File: src/sv/i2cbm_pkg.sv
package i2cbm_pkg;

  localparam logic [15:0] PHASE_TICKS_RESET = 16'd2;
  localparam logic [7:0]  ACK_TIMEOUT_RESET = 8'd250;
  localparam int          QUEUE_DEPTH_DEFAULT = 2;

  localparam logic [2:0] REQ_TICK  = 3'd0;
  localparam logic [2:0] REQ_START = 3'd1;
  localparam logic [2:0] REQ_STOP  = 3'd2;
  localparam logic [2:0] REQ_WRITE = 3'd3;
  localparam logic [2:0] REQ_READ  = 3'd4;
  localparam logic [2:0] REQ_ACK   = 3'd5;

  localparam logic [0:0] REG_PHASE_TICKS = 1'd0;
  localparam logic [0:0] REG_ACK_TIMEOUT = 1'd1;

  typedef enum logic [2:0] {
    CMD_TICK,
    CMD_START,
    CMD_STOP,
    CMD_WRITE,
    CMD_READ,
    CMD_ACK
  } cmd_t;

  typedef struct packed {
    logic [2:0] req_type;
    logic [7:0] tx_byte;
    logic       send_ack;
    logic       sda_sample;
  } in_t;

  typedef struct packed {
    logic       scl_level;
    logic       sda_level;
    logic       busy_res;
    logic       done_res;
    logic [7:0] rx_byte;
    logic       ack_failed;
  } out_t;

  typedef struct packed {
    cmd_t       cmd;
    logic [7:0] tx_byte;
    logic       send_ack;
    logic       sda_sample;
  } item_t;

  typedef struct packed {
    logic [15:0] phase_ticks;
    logic [7:0]  ack_timeout;
  } cfg_t;

endpackage

File: src/sv/i2cbm_front.sv
module i2cbm_front (
  input  logic              clk,
  input  logic              rst,
  input  logic              in_valid,
  output logic              in_ready,
  input  i2cbm_pkg::in_t    in_data,
  output logic              push,
  output i2cbm_pkg::item_t  push_item,
  input  logic              queue_full
);
  import i2cbm_pkg::*;

  cmd_t cmd;
  logic unused_clk_rst;

  always_comb begin
    case (in_data.req_type)
      REQ_START: cmd = CMD_START;
      REQ_STOP:  cmd = CMD_STOP;
      REQ_WRITE: cmd = CMD_WRITE;
      REQ_READ:  cmd = CMD_READ;
      REQ_ACK:   cmd = CMD_ACK;
      default:   cmd = CMD_TICK;
    endcase
  end

  assign unused_clk_rst = clk & rst;
  assign in_ready = !queue_full;
  assign push = in_valid && !queue_full;
  assign push_item = '{cmd: cmd, tx_byte: in_data.tx_byte, send_ack: in_data.send_ack,
                       sda_sample: in_data.sda_sample};

endmodule

File: src/sv/i2cbm_queue.sv
module i2cbm_queue #(
  parameter int DEPTH = i2cbm_pkg::QUEUE_DEPTH_DEFAULT
) (
  input  logic              clk,
  input  logic              rst,
  input  logic              push,
  input  i2cbm_pkg::item_t  push_item,
  output logic              full,
  input  logic              pop,
  output logic              pop_valid,
  output i2cbm_pkg::item_t  pop_item
);
  import i2cbm_pkg::*;

  localparam int PTR_W = (DEPTH > 1) ? $clog2(DEPTH) : 1;
  localparam int CNT_W = $clog2(DEPTH + 1);

  item_t            mem [DEPTH];
  logic [PTR_W-1:0] wr_ptr;
  logic [PTR_W-1:0] rd_ptr;
  logic [CNT_W-1:0] count;
  logic             do_pop;

  assign full      = (count == CNT_W'(DEPTH));
  assign pop_valid = (count != '0);
  assign pop_item  = mem[rd_ptr];
  assign do_pop    = pop && pop_valid;

  always_ff @(posedge clk) begin
    if (push) begin
      mem[wr_ptr] <= push_item;
    end
  end

  always_ff @(posedge clk) begin
    if (rst) begin
      wr_ptr <= '0;
      rd_ptr <= '0;
      count  <= '0;
    end else begin
      if (push) begin
        wr_ptr <= (wr_ptr == PTR_W'(DEPTH - 1)) ? '0 : wr_ptr + PTR_W'(1);
      end
      if (do_pop) begin
        rd_ptr <= (rd_ptr == PTR_W'(DEPTH - 1)) ? '0 : rd_ptr + PTR_W'(1);
      end
      if (push && !do_pop) begin
        count <= count + CNT_W'(1);
      end else if (!push && do_pop) begin
        count <= count - CNT_W'(1);
      end
    end
  end

endmodule

File: src/sv/i2cbm_back.sv
module i2cbm_back (
  input  logic              clk,
  input  logic              rst,
  input  i2cbm_pkg::cfg_t   cfg,
  input  logic              q_valid,
  input  i2cbm_pkg::item_t  q_item,
  output logic              q_pop,
  output logic              out_valid,
  input  logic              out_ready,
  output i2cbm_pkg::out_t   out_data
);
  import i2cbm_pkg::*;

  typedef enum logic [4:0] {
    S_IDLE, S_END,
    S_BEG0, S_BEG1, S_BEG2,
    S_FIN0, S_FIN1, S_FIN2,
    S_WFIRST, S_WHIGH, S_WLOW,
    S_RHIGH, S_RSAMP,
    S_ANS0, S_ANS1, S_ANS2, S_ANS3,
    S_K0, S_K1, S_KPOLL,
    S_TO1, S_TO2, S_KLOW
  } step_t;

  step_t       step, step_next;
  logic [3:0]  bit_count, bit_count_next;
  logic [7:0]  shift_reg, shift_reg_next;
  logic [15:0] phase_count, phase_count_next;
  logic [7:0]  poll_count, poll_count_next;
  logic        scl_reg, scl_reg_next;
  logic        sda_reg, sda_reg_next;
  logic        nack_flag, nack_flag_next;
  logic        send_ack_reg, send_ack_reg_next;
  logic [7:0]  rx_hold, rx_hold_next;
  logic        done_next;
  logic        take;

  assign take  = q_valid && (!out_valid || out_ready);
  assign q_pop = take;

  always_comb begin
    logic [15:0] plen;
    logic [15:0] wait_len;
    step_t       nxt;
    step_next         = step;
    bit_count_next    = bit_count;
    shift_reg_next    = shift_reg;
    phase_count_next  = phase_count;
    poll_count_next   = poll_count;
    scl_reg_next      = scl_reg;
    sda_reg_next      = sda_reg;
    nack_flag_next    = nack_flag;
    send_ack_reg_next = send_ack_reg;
    rx_hold_next      = rx_hold;
    done_next         = 1'b0;
    plen     = (cfg.phase_ticks == 16'd0) ? 16'd1 : cfg.phase_ticks;
    wait_len = plen;
    nxt      = S_END;

    if (step == S_IDLE && q_item.cmd != CMD_TICK) begin
      phase_count_next = '0;
      bit_count_next   = '0;
      case (q_item.cmd)
        CMD_START: step_next = S_BEG0;
        CMD_STOP:  step_next = S_FIN0;
        CMD_WRITE: begin
          step_next      = S_WFIRST;
          shift_reg_next = q_item.tx_byte;
        end
        CMD_READ: begin
          step_next         = S_RHIGH;
          shift_reg_next    = '0;
          send_ack_reg_next = q_item.send_ack;
        end
        default: begin
          step_next       = S_K0;
          poll_count_next = '0;
          nack_flag_next  = 1'b0;
        end
      endcase
    end

    if (step_next != S_IDLE) begin
      if (phase_count_next == 16'd0) begin
        case (step_next)
          S_BEG0: begin sda_reg_next = 1'b1; scl_reg_next = 1'b1; nxt = S_BEG1; end
          S_BEG1: begin sda_reg_next = 1'b0; nxt = S_BEG2; end
          S_BEG2: begin scl_reg_next = 1'b0; nxt = S_END; end
          S_FIN0: begin sda_reg_next = 1'b0; nxt = S_FIN1; end
          S_FIN1: begin scl_reg_next = 1'b1; nxt = S_FIN2; end
          S_FIN2: begin sda_reg_next = 1'b1; nxt = S_END; end
          S_WFIRST: begin
            sda_reg_next = shift_reg_next[7];
            nxt = S_WHIGH;
          end
          S_WHIGH: begin scl_reg_next = 1'b1; nxt = S_WLOW; end
          S_WLOW: begin
            scl_reg_next   = 1'b0;
            shift_reg_next = {shift_reg_next[6:0], 1'b0};
            bit_count_next = bit_count_next + 4'd1;
            if (bit_count_next < 4'd8) begin
              sda_reg_next = shift_reg_next[7];
              nxt = S_WHIGH;
            end else begin
              sda_reg_next = 1'b1;
              nxt = S_END;
              wait_len = '0;
            end
          end
          S_RHIGH: begin scl_reg_next = 1'b1; nxt = S_RSAMP; end
          S_RSAMP: begin
            shift_reg_next = {shift_reg_next[6:0], q_item.sda_sample};
            scl_reg_next   = 1'b0;
            bit_count_next = bit_count_next + 4'd1;
            if (bit_count_next < 4'd8) begin
              nxt = S_RHIGH;
            end else begin
              rx_hold_next = shift_reg_next;
              nxt = S_ANS0;
            end
          end
          S_ANS0: begin sda_reg_next = !send_ack_reg_next; nxt = S_ANS1; end
          S_ANS1: begin scl_reg_next = 1'b1; nxt = S_ANS2; end
          S_ANS2: begin
            scl_reg_next = 1'b0;
            nxt = send_ack_reg_next ? S_ANS3 : S_END;
          end
          S_ANS3: begin sda_reg_next = 1'b1; nxt = S_END; end
          S_K0: begin sda_reg_next = 1'b1; nxt = S_K1; end
          S_K1: begin scl_reg_next = 1'b1; nxt = S_KPOLL; end
          S_KPOLL: begin
            if (!q_item.sda_sample) begin
              scl_reg_next = 1'b0;
              nxt = S_END;
            end else if (poll_count_next >= cfg.ack_timeout) begin
              nack_flag_next = 1'b1;
              sda_reg_next   = 1'b0;
              nxt = S_TO1;
            end else begin
              poll_count_next = poll_count_next + 8'd1;
              nxt = S_KPOLL;
              wait_len = '0;
            end
          end
          S_TO1:  begin scl_reg_next = 1'b1; nxt = S_TO2; end
          S_TO2:  begin sda_reg_next = 1'b1; nxt = S_KLOW; end
          S_KLOW: begin scl_reg_next = 1'b0; nxt = S_END; end
          default: begin nxt = S_END; wait_len = '0; end
        endcase
        step_next        = nxt;
        phase_count_next = wait_len;
      end
      if (phase_count_next != 16'd0) begin
        phase_count_next = phase_count_next - 16'd1;
      end
      if (phase_count_next == 16'd0 && step_next == S_END) begin
        done_next = 1'b1;
        step_next = S_IDLE;
      end
    end
  end

  always_ff @(posedge clk) begin
    if (rst) begin
      step         <= S_IDLE;
      bit_count    <= '0;
      shift_reg    <= '0;
      phase_count  <= '0;
      poll_count   <= '0;
      scl_reg      <= 1'b1;
      sda_reg      <= 1'b1;
      nack_flag    <= 1'b0;
      send_ack_reg <= 1'b0;
      rx_hold      <= '0;
      out_valid    <= 1'b0;
    end else begin
      if (take) begin
        step         <= step_next;
        bit_count    <= bit_count_next;
        shift_reg    <= shift_reg_next;
        phase_count  <= phase_count_next;
        poll_count   <= poll_count_next;
        scl_reg      <= scl_reg_next;
        sda_reg      <= sda_reg_next;
        nack_flag    <= nack_flag_next;
        send_ack_reg <= send_ack_reg_next;
        rx_hold      <= rx_hold_next;
        out_valid    <= 1'b1;
      end else if (out_ready) begin
        out_valid <= 1'b0;
      end
    end
  end

  always_ff @(posedge clk) begin
    if (take) begin
      out_data <= '{scl_level: scl_reg_next, sda_level: sda_reg_next,
                    busy_res: (step_next != S_IDLE), done_res: done_next,
                    rx_byte: rx_hold_next, ack_failed: nack_flag_next};
    end
  end

endmodule

File: src/sv/i2c_bit_level_master_core.sv
// I2C bit-level master. Each input transfer is one bus tick carrying the
// sampled SDA level and optionally a command (start, stop, write byte,
// read byte with ACK/NACK, wait for ACK); each output transfer gives the
// SCL/SDA drive levels, busy, done, the last received byte and the ACK
// failure flag for that tick. One tick is taken per clock while the queue
// is not full: the front end decodes the command into a small queue, and
// the sequencer consumes one queue entry per clock, unless the output is
// stalled, into a registered output. Commands arriving while a sequence
// is running are ignored. Bus phases last phase_ticks ticks
// (register 0, zero counts as one); ack_timeout (register 1) bounds the
// number of high SDA polls before a wait-for-ACK fails and issues a stop.
// Write configuration only while idle.
module i2c_bit_level_master_core #(
  parameter int QUEUE_DEPTH = i2cbm_pkg::QUEUE_DEPTH_DEFAULT
) (
  input  logic              clk,
  input  logic              rst,
  input  logic              in_valid,
  output logic              in_ready,
  input  i2cbm_pkg::in_t    in_data,
  output logic              out_valid,
  input  logic              out_ready,
  output i2cbm_pkg::out_t   out_data,
  input  logic              psel,
  input  logic              penable,
  input  logic              pwrite,
  input  logic [2:0]        paddr,
  input  logic [31:0]       pwdata,
  output logic [31:0]       prdata,
  output logic              pready
);
  import i2cbm_pkg::*;

  cfg_t  cfg;
  logic  push;
  item_t push_item;
  logic  queue_full;
  logic  pop;
  logic  pop_valid;
  item_t pop_item;
  logic  cfg_write;

  assign pready    = 1'b1;
  assign cfg_write = psel && penable && pwrite;

  always_ff @(posedge clk) begin
    if (rst) begin
      cfg.phase_ticks <= PHASE_TICKS_RESET;
      cfg.ack_timeout <= ACK_TIMEOUT_RESET;
    end else if (cfg_write) begin
      case (paddr[2])
        REG_PHASE_TICKS: cfg.phase_ticks <= pwdata[15:0];
        REG_ACK_TIMEOUT: cfg.ack_timeout <= pwdata[7:0];
        default: ;
      endcase
    end
  end

  always_comb begin
    case (paddr[2])
      REG_PHASE_TICKS: prdata = {16'd0, cfg.phase_ticks};
      REG_ACK_TIMEOUT: prdata = {24'd0, cfg.ack_timeout};
      default:         prdata = '0;
    endcase
  end

  i2cbm_front u_front (
    .clk        (clk),
    .rst        (rst),
    .in_valid   (in_valid),
    .in_ready   (in_ready),
    .in_data    (in_data),
    .push       (push),
    .push_item  (push_item),
    .queue_full (queue_full)
  );

  i2cbm_queue #(
    .DEPTH (QUEUE_DEPTH)
  ) u_queue (
    .clk       (clk),
    .rst       (rst),
    .push      (push),
    .push_item (push_item),
    .full      (queue_full),
    .pop       (pop),
    .pop_valid (pop_valid),
    .pop_item  (pop_item)
  );

  i2cbm_back u_back (
    .clk       (clk),
    .rst       (rst),
    .cfg       (cfg),
    .q_valid   (pop_valid),
    .q_item    (pop_item),
    .q_pop     (pop),
    .out_valid (out_valid),
    .out_ready (out_ready),
    .out_data  (out_data)
  );

endmodule

File: config.mk
export PLATFORM = sky130hd
export DESIGN_NAME = i2c_bit_level_master_core
export DESIGN_NICKNAME = d
export VERILOG_FILES = /design/src/sv/i2cbm_pkg.sv /design/src/sv/i2cbm_front.sv /design/src/sv/i2cbm_queue.sv /design/src/sv/i2cbm_back.sv /design/src/sv/i2c_bit_level_master_core.sv
export SDC_FILE = /design/constraint.sdc
export NUM_CORES = 1
export LEC_CHECK = 0
export BUFFER_PORTS_ARGS = -buffer_cell sky130_fd_sc_hd__buf_2
export CAP_MARGIN = 10
export CORE_UTILIZATION = 60
export CTS_BUF_LIST = sky130_fd_sc_hd__clkbuf_8
export CTS_CLUSTER_DIAMETER = 30
export DETAILED_ROUTE_END_ITERATION = 10
export GPL_TIMING_DRIVEN = 0
export PLACE_DENSITY = 0.82
export RECOVER_POWER = 100
export SYNTH_ARGS = -nofsm -noshare
export SYNTH_HDL_FRONTEND = slang
export SYNTH_HIERARCHICAL = 1
export SYNTH_SLANG_ARGS = --single-unit
File: constraint.sdc
create_clock -name clk -period 8.5 [get_ports clk]
set_clock_uncertainty 0.2 [all_clocks]
set_input_delay 0.425 -clock clk [delete_from_list [all_inputs] [get_ports clk]]
set_output_delay 0.425 -clock clk [all_outputs]
set_load 0.01 [all_outputs]
==> impl_results.md, run 1 <==
- Gate power share: 0.688
- Nets@finish: approximately 1100
- Hold EP: cfg[18]
- Sequential share of power: 0.190
- Relative slew slack: -0.258
- Vias per cell: ~6.2
- Routability-driven placement congestion ratio: 1.01
- CTS Buffer Depth: 2
- Reg2Reg Depth: 25
- ANT cells: 0
- Actual slew at the worst max-slew pin: approximately 1900 ps
- Filler cells: about 1100
- 1st-iter DRT viols: roughly 950
- Worst hold start: pwdata[10]
- Worst-path clk slew: 90 ps
- # setup viols final: 0
- Most flops, register: u_queue/mem
- Synthesis-to-layout area growth: 12.1%
- Reg-to-reg slack, setup: 820 ps
- Routed Antenna Nets: 0
- Cell area after placement: between 8000 and 9000 sq um
- Family with the most delay on the worst path: simple AND/OR/NAND/NOR gates
- CTS Root Cell: clkbuf_8
- Worst EP arrival: around 7700 ps
- Clock sink total: about 120
- Hold Crit Class: input port to register
- FP Rows: 41
- Max reg flops: 26
- Clock network fraction of design power: 0.122
- Setup TNS Final: 0 ps
- Io pins: around 100
- Worst path bufs/invs: 3
- CP Data Required Time: between 8000 and 9000 ps
- Clock Latency Late Sink: 460 ps
- Die Y: 117 um
- Post-synth EDFFs: 39
- Leak: about 3.4 nW
- VDD IR max: 0.247 mV
- Final hold viol count: 0
- Sw Pwr: roughly 2.2 mW
- Yosys cell types: a little under 90
- Maxcap violations: 1
- Final WL: roughly 23000 um
- First-pass GRT wire length: about 36000 um
- Share of layout cells above drive strength 1: 0.138
- Worst Hold Slack: 21.5 ps
- CTS buffer count: 17
- Post-synth top flop: dfxtp_1
- Core Area: between 10000 and 15000 sq um
- H-tree depth: 4
- Pwr dens: about 460 nW/um^2
- Sw frac: 0.533
- Crit. End Element: register
- Vias in the first global route: roughly 6900
- CTS tree: built
- Violated checks: max-capacitance violations, max-slew violations
- Syn Area/Cell: 8.52 sq um
- Initial core utilization: 0.624
- Die Width: between 100 and 150 um
- Final Power: 4.09 mW
- Largest net degree at the start of global routing: 24
- Max incr delay on CP: roughly 750 ps
- Finished Cell Area: a little under 9000 sq um
- Port bufs: 56
- Fin util: 0.699
- Post-synthesis sequential area ratio: 0.356
- Largest registers: u_queue/mem (26), cfg (24), u_back/phase_count (16)
- Period utilisation layout: 0.903
- Post-synthesis cell count: a little over 900
- Setup CP Type: register to register
- Fmax: 130 MHz
- Initial antenna violation count: 0
- Reg-to-Reg End: u_back/out_data[9]
- Int Power: between 1.5 and 2 mW
- Post-Syn Area: between 7000 and 8000 sq um
- RSZ-0062 raised after global routing: no
- Slowest CP cell: a21boi_0
- Max Slew Vio Count: 11
- Die area: around 14000 sq um
- Ys Warns: 6
- Grt ovf: 0
- Total track usage: 0.348
- Status: complete, but fails checks
- Ys async rst share: 0
- CP Max Fanout: 10
- Seq cells post-synth: ~120
- Hold Crit Depth: 3
- DRC viols: 0
- Post-DP HPWL: approximately 17000 um
- Detailed Routing Iterations Pass 1: 6
- Post-route minimum period: 7680 ps
- Worst setup SP type: register
- WL/cell: about 19 um
- Vias: approximately 7600
layout by cell type (no fill, tap or decap), types with 18 or more instances in the layout:
cell	synthesis	layout
inv_1	21	22
nand2_1	117	117
nor2_1	85	85
nor3_1	19	20
o21ai_0	51	51
buf_4	30	19
mux2i_1	32	32
a22oi_1	18	18
nand2b_1	40	40
edfxtp_1	39	39
a21oi_1	57	57
buf_2	7	26
clkbuf_1	32	72
mux2_2	24	22
dfxtp_1	83	83
synth_stat cells, types with 12 or more instances:
master	n	share of area
mux2_2	24	0.034
xor2_1	13	0.014
clkbuf_1	32	0.015
nand2_1	117	0.055
nor2_1	85	0.040
edfxtp_1	39	0.15
and2_1	20	0.016
inv_1	21	0.0099
ha_1	15	0.024
dfxtp_1	83	0.21
a22oi_1	18	0.017
nand3_1	14	0.0088
a21oi_1	57	0.036
nand2b_1	40	0.031
nor2b_1	12	0.0094
nor3_1	19	0.012
mux2i_1	32	0.040
o21ai_0	51	0.032
o211ai_1	13	0.012
buf_4	30	0.028
worst reg2reg max path, cell delays in order, from the launching register on:
cell and delay, ps:
dfxtp_1 450, buf_2 320, mux2_1 220, clkbuf_1 340
or2_2 220, nand4_1 470, and2_0 400, ha_1 220
or4_1 520, a21oi_1 140, o31ai_1 110, a21boi_0 750
nor2_1 160, clkbuf_1 280, o221ai_1 280, and2_0 250
ha_1 340, nand2_1 140, o21bai_1 210, o31a_1 170
nor3_2 310, nand3_1 190, xnor2_1 310, nor4_2 80
and4b_1 230, and2_1 150
metrics by stage:
step                      setup slack [ps]  instances
after global routing                   329       1222
after floorplan                       2790        950
after global placement                1240       1178
after detailed placement              1220       1178
final                                  821       1222
after CTS                             1180       1221
final cells by class:
| class | instances | area (sq um) | share of cell area |
|---|---|---|---|
| plain buffers | 78 | 460 | 0.0515 |
| clock buffers | 17 | 234 | 0.0262 |
| clock inverters | 15 | 141 | 0.0158 |
| inverters | 21 | 78.8 | 0.00882 |
| multi-input cells | 729 | 4620 | 0.517 |
| flip-flops and latches | 122 | 2830 | 0.317 |
| well taps | 172 | 215 | 0.0241 |
| repair buffers | 68 | 352 | 0.0394 |
power by group through the flow:
stage / Sequential [mW] / Combinational [mW] / Clock [mW]
2_1_floorplan: 0.786 / 2.01 / 0
3_3_place_gp: 0.786 / 2.72 / 0
3_5_place_dp: 0.789 / 2.71 / 0
4_1_cts: 0.777 / 2.73 / 0.507
5_1_grt: 0.790 / 3.00 / 0.533
6_report: 0.778 / 2.82 / 0.499
cells by family (layout without fill, tap and decap cells):
group / count (synthesis) / after routing / share of synthesized area
other cells: 2 / 17 / 0.000943
mux: 56 / 56 / 0.0741
simple gates: 381 / 381 / 0.244
buf+inv: 99 / 199 / 0.0686
compound gates: 236 / 236 / 0.207
xor+xnor: 24 / 24 / 0.0264
flops: 122 / 122 / 0.356
fa+ha+maj: 15 / 15 / 0.0236
worst max-delay path by stage:
stage / endpoint / slack (ps) / cells after the start
6_report: u_back/out_data[9] / 820 / 25
5_1_grt: u_back/out_data[9] / 330 / 25
4_1_cts: u_back/out_data[9] / 1180 / 25
3_5_place_dp: u_back/out_data[9] / 1220 / 25
3_3_place_gp: u_back/out_data[9] / 1240 / 25
2_1_floorplan: u_back/out_data[9] / 2790 / 25
repair_timing:
item                                   in CTS  in global routing
hold buffers                               11                  0
endpoints found under the hold margin      21                  0
setup buffers                               0                  0
gates resized for setup                     0                  0
routing by layer:
layer,track usage,share of wire,vias up
met2,0.510,0.43,419
met3,0.108,0.097,55
li1,-,-,3552
met5,0,0,-
met1,0.478,0.45,3562
met4,0.135,0.024,0
No activity file was read; power rests on OpenSTA's default activity.
==> run 2, diff against run 1 <==
CORE_UTILIZATION = 49   (was 60)
PLACE_DENSITY = 0.66   (was 0.82)
==> run 2 against run 1 <==
Against the previous run:
- the flow now finishes without violations
- worst setup slack worse by 83 ps
- critical path depth unchanged
- sequential power about the same
- critical endpoint unchanged
- largest power group unchanged
==> impl_results.md, run 2 (synthesized netlist as in run 1, its figures left out) <==
- Worst setup SP type: register (unchanged)
- Routability-driven placement congestion ratio: 0.977 (was 1.01)
- Fmax: 129 MHz (was 130 MHz)
- RSZ-0062 raised after global routing: no (unchanged)
- Reg-to-Reg End: u_back/out_data[9] (unchanged)
- Setup TNS Final: 0 ps (unchanged)
- Synthesis-to-layout area growth: 12.9% (was 12.1%)
- CTS Buffer Depth: 2 (unchanged)
- Die Width: 130 um (was 117 um)
- Share of layout cells above drive strength 1: 0.139 (was 0.138)
- # setup viols final: 0 (unchanged)
- Leak: 3.44 nW (about the same)
- Initial core utilization: 0.501 (was 0.624)
- Fin cells: 1266 (was 1222)
- CTS buffer count: 17 (unchanged)
- Detailed Routing Iterations Pass 1: 6 (unchanged)
- Clock sink total: 122 (unchanged)
- VDD IR max: 0.219 mV (was 0.247 mV)
- Worst hold start: pwdata[10] (unchanged)
- Post-route minimum period: 7760 ps (was 7680 ps)
- Core Area: 15900 sq um (was 12800 sq um)
- Max incr delay on CP: 690 ps (was 750 ps)
- Worst-path clk slew: 80 ps (was 90 ps)
- Setup CP Type: register to register (unchanged)
- FP Rows: 46 (was 41)
- Nets@finish: 1107 (unchanged)
- Crit. End Element: register (unchanged)
- ANT cells: 0 (unchanged)
- CTS resizes: 0 (unchanged)
- Post-DP HPWL: 17000 um (about the same)
- Slowest CP cell: a21boi_0 (unchanged)
- Die area: 16800 sq um (was 13700 sq um)
- Most frequent cells in the layout: nand2_1 (117), nor2_1 (85), dfxtp_1 (83) (unchanged)
- 1st-iter DRT viols: 870 (was 954)
- Largest registers: u_queue/mem (26), cfg (24), u_back/phase_count (16) (unchanged)
- Io pins: 103 (unchanged)
- Initial antenna violation count: 0 (unchanged)
- Hold Crit Class: input port to register (unchanged)
- H-tree depth: 4 (unchanged)
- Vias: 7508 (was 7588)
- Largest net degree at the start of global routing: 24 (unchanged)
- Vias in the first global route: 6687 (was 6910)
- Total track usage: 0.280 (was 0.348)
- CP Max Fanout: 10 (unchanged)
- Cells after DPL: 1222 (was 1178)
- Die Y: 130 um (was 117 um)
- CTS Root Cell: clkbuf_8 (unchanged)
- CP Data Required Time: 8500 ps (about the same)
- Relative slew slack: 0.139 (was -0.258)
- WL/cell: 18.4 um (was 18.8 um)
- CTS tree: built (unchanged)
- Pwr dens: 461 nW/um^2 (was 458 nW/um^2)
- Max reg flops: 26 (unchanged)
- Port bufs: 56 (unchanged)
- Final hold viol count: 0 (unchanged)
- Final Power: 4.15 mW (was 4.09 mW)
- Filler cells: 1564 (was 1056)
- Vias per cell: 5.93 (was 6.21)
- Hold EP: cfg[18] (unchanged)
- Worst EP arrival: 7760 ps (was 7680 ps)
- DRC viols: 0 (unchanged)
- Status: complete, no violations (was complete, but fails checks)
- Most Frequent Cell on Critical Path: and2_0
- Commonest non-fill, non-tap cell in the layout: nand2_1 (unchanged)
- Reg-to-reg slack, setup: 740 ps (was 820 ps)
- Clock Latency Late Sink: 450 ps (was 460 ps)
- Actual slew at the worst max-slew pin: 1280 ps (was 1860 ps)
- Grt ovf: 0 (unchanged)
- Maxcap violations: 0 (was 1)
- First-pass GRT wire length: 35900 um (about the same)
- Period utilisation layout: 0.913 (was 0.903)
- Hold Crit Depth: 3 (unchanged)
- Final WL: 23200 um (was 23000 um)
- Most flops, register: u_queue/mem (unchanged)
- Max Slew Vio Count: 0 (was 11)
- Routed Antenna Nets: 0 (unchanged)
- Reg2Reg Depth: 25 (unchanged)
run 2: final cells by class:
class | count | area (sq um) | share of cell area
Sequential cell | 122 | 2830 | 0.315
Buffer | 78 | 462 | 0.0513
Clock inverter | 15 | 136 | 0.0152
Clock buffer | 17 | 234 | 0.0260
Inverter | 21 | 78.8 | 0.00876
Tap cell | 216 | 270 | 0.0300
Timing Repair Buffer | 68 | 345 | 0.0384
Multi-Input combinational cell | 729 | 4640 | 0.516
run 2: routing by layer:
| layer | track usage | vias up | wire length (um) |
|---|---|---|---|
| li1 | - | 3551 | - |
| met1 | 0.412 | 3540 | 10800 |
| met2 | 0.415 | 369 | 10100 |
| met3 | 0.0425 | 48 | 1850 |
| met4 | 0.0985 | 0 | 438 |
| met5 | 0 | - | 0 |
run 2: critical path, delay by kind of cell, from the launching register on:
family | cells | cell delay (ps)
AND/OR/NAND/NOR | 12 | 3140
AO/OA/AOI/OAI | 6 | 1650
buffers and inverters | 3 | 960
adder cells (fa/ha/maj) | 2 | 590
flip-flops | 1 | 420
XOR/XNOR | 1 | 300
multiplexers | 1 | 230
run 2: what timing repair did:
action | 4_1_cts | 5_1_grt
hold buffers | 10 | 0
hold endpoints to repair | 20 | 0
buffers inserted | 0 | 0
run 2: worst max path at each step:
stage | from | to | cells past startpoint
global route | register | u_back/out_data[9] | 25
global placement | register | u_back/out_data[9] | 25
detailed placement | register | u_back/out_data[9] | 25
finish | register | u_back/out_data[9] | 25
CTS | register | u_back/out_data[9] | 25
floorplan | register | u_back/out_data[9] | 25
run 2: report_power, final:
group	switching, mW	internal (mW)	total [mW]
Combinational	1.90	0.968	2.86
Sequential	0.0654	0.715	0.780
Clock	0.266	0.236	0.502
Total	2.23	1.92	4.15
run 2: stage by stage:
step	util	hold slack (ps)	instance area, sq um	worst slack (ps)
2_1_floorplan	-	232	8020	2790
3_3_place_gp	0.540	240	8570	1050
3_5_place_dp	0.540	247	8570	1140
4_1_cts	0.569	12.6	9040	1120
5_1_grt	0.566	23.1	9000	244
6_report	0.566	40.0	9000	738
==> run 3, diff against run 2 <==
PLACE_DENSITY = 0.68   (was 0.66)
==> run 3 against run 2 <==
Against the previous run:
- register-to-register slack about the same
- routed wire length decreased by 1.1%
- worst hold slack got worse by 19 ps
- critical path type unchanged
- largest cell class unchanged
==> impl_results.md, run 3 (synthesized netlist as in run 1, its figures left out) <==
- Worst hold start: pwdata[9] (was pwdata[10])
- Clock sink total: 122 (unchanged)
- Post-DP HPWL: 16700 um (was 17000 um)
- Most flops, register: u_queue/mem (unchanged)
- Final Power: 4.14 mW (was 4.15 mW)
- Largest registers: u_queue/mem (26), cfg (24), u_back/phase_count (16) (unchanged)
- # setup viols final: 0 (unchanged)
- CTS resizes: 0 (unchanged)
- H-tree depth: 4 (unchanged)
- CTS hold repair buffers: 10 (unchanged)
- Vias per cell: 5.92 (was 5.93)
- VDD IR max: 0.197 mV (was 0.219 mV)
- CTS Root Cell: clkbuf_8 (unchanged)
- First-pass GRT wire length: 35900 um (about the same)
- Met2 GRT Util: 0.422 (was 0.415)
- Core Area: 15900 sq um (unchanged)
- Maxcap violations: 0 (unchanged)
- Synthesis-to-layout area growth: 13.6% (was 12.9%)
- Max reg flops: 26 (unchanged)
- Actual slew at the worst max-slew pin: 1210 ps (was 1280 ps)
- CP Max Fanout: 10 (unchanged)
- Worst-path clk slew: 100 ps (was 80 ps)
- Io pins: 103 (unchanged)
- CP Data Required Time: 8510 ps (was 8500 ps)
- Filler cells: 1535 (was 1564)
- Period utilisation layout: 0.914 (was 0.913)
- Nets@finish: 1107 (unchanged)
- Met3 Use GR: 0.0487 (was 0.0425)
- Routed Antenna Nets: 0 (unchanged)
- 1st-iter DRT viols: 717 (was 870)
- Pwr dens: 457 nW/um^2 (was 461 nW/um^2)
- Total track usage: 0.281 (was 0.280)
- Most frequent cells in the layout: nand2_1 (117), nor2_1 (85), dfxtp_1 (83) (unchanged)
- Final hold viol count: 0 (unchanged)
- Detailed Routing Iterations Pass 1: 7 (was 6)
- CTS buffer count: 17 (unchanged)
- CTS tree: built (unchanged)
- DRC viols: 0 (unchanged)
- Die Y: 130 um (unchanged)
- Vias: 7489 (was 7508)
- RSZ-0062 raised after global routing: no (unchanged)
- Crit. End Element: register (unchanged)
- Max Slew Vio Count: 0 (unchanged)
- Clock Latency Late Sink: 450 ps (about the same)
- GRT met1 Usage: 0.409 (was 0.412)
- Worst setup SP type: register (unchanged)
- Routability-driven placement congestion ratio: 0.962 (was 0.977)
- ANT cells: 0 (unchanged)
- CTS Buffer Depth: 2 (unchanged)
- Leak: 3.48 nW (was 3.44 nW)
- Relative slew slack: 0.186 (was 0.139)
- FP Rows: 46 (unchanged)
- Setup TNS Final: 0 ps (unchanged)
- Share of layout cells above drive strength 1: 0.141 (was 0.139)
- Final WL: 23000 um (was 23200 um)
- Vias in the first global route: 6621 (was 6687)
- Postcts setup bufs: 0 (unchanged)
- Setup CP Type: register to register (unchanged)
- Post-route minimum period: 7770 ps (was 7760 ps)
- Hold Crit Class: input port to register (unchanged)
- Commonest non-fill, non-tap cell in the layout: nand2_1 (unchanged)
- Initial core utilization: 0.501 (unchanged)
- Die area: 16800 sq um (unchanged)
- Fmax: 129 MHz (about the same)
- Port bufs: 56 (unchanged)
- Die Width: 130 um (unchanged)
- Status: complete, no violations (unchanged)
- Busiest grt layer: met2 (unchanged)
- Grt ovf: 0 (unchanged)
- Initial antenna violation count: 0 (unchanged)
- WL/cell: 18.2 um (was 18.4 um)
- Worst EP arrival: 7770 ps (was 7760 ps)
- Largest net degree at the start of global routing: 24 (unchanged)
==> run 3: routing by layer <==
metal / part of all wire / vias up
met5: 0 / -
met4: 0.022 / 0
met3: 0.084 / 50
met2: 0.44 / 386
met1: 0.46 / 3508
li1: - / 3545
==> run 3: layout make-up <==
cell class                 instances  area, sq um  area share
buffer                            78          462      0.0510
clock buffer                      17          234      0.0259
clock inverter                    15          185      0.0205
inverter                          21         78.8     0.00871
multi-input combinational        729         4640       0.513
sequential                       122         2830       0.313
tap                              216          270      0.0299
timing repair buffer              68          345      0.0382
==> run 3: final timing paths <==
path	to	slack [ps]	depth (start not counted)
setup / recovery	u_back/out_data[9]	730	25
hold / removal	cfg[17]	20	3
setup reg to reg	u_back/out_data[9]	730	25
hold reg to reg	u_back/rx_hold[0]	260	2
==> run 3: metrics by stage <==
| stage | hold slack, ps | instances | setup WS, ps | cell area, sq um | utilization |
|---|---|---|---|---|---|
| 6_report | 20.5 | 1266 | 735 | 9050 | 0.570 |
| 3_3_place_gp | 238 | 1222 | 982 | 8570 | 0.540 |
| 2_1_floorplan | 232 | 950 | 2790 | 8020 | - |
| 5_1_grt | 15.3 | 1266 | 291 | 9050 | 0.570 |
| 4_1_cts | 3.84 | 1264 | 1090 | 9090 | 0.572 |
| 3_5_place_dp | 244 | 1222 | 1120 | 8570 | 0.540 |
==> run 3: power by group <==
| part | switching [mW] | internal [mW] |
|---|---|---|
| sequential | 0.0667 | 0.715 |
| clock | 0.303 | 0.254 |
| combinational | 1.84 | 0.966 |
| total | 2.20 | 1.94 |
==> run 3: worst max-delay path, stage by stage, from the launching register on <==
cell and delay (ps):
dfxtp_1 450, clkbuf_1 490, mux2_1 280, clkbuf_1 370, or2_2 210, nand4_1 450, and2_0 380, ha_1 210
or4_1 500, a21oi_1 140, o31ai_1 100, a21boi_0 750, nor2_1 150, buf_2 250, o221ai_1 290, and2_1 240
ha_1 330, nand2_1 140, o21bai_1 200, o31a_1 160, nor3_2 290, nand3_1 210, xnor2_1 260, nor4_2 70
and4b_1 230, and2_1 150
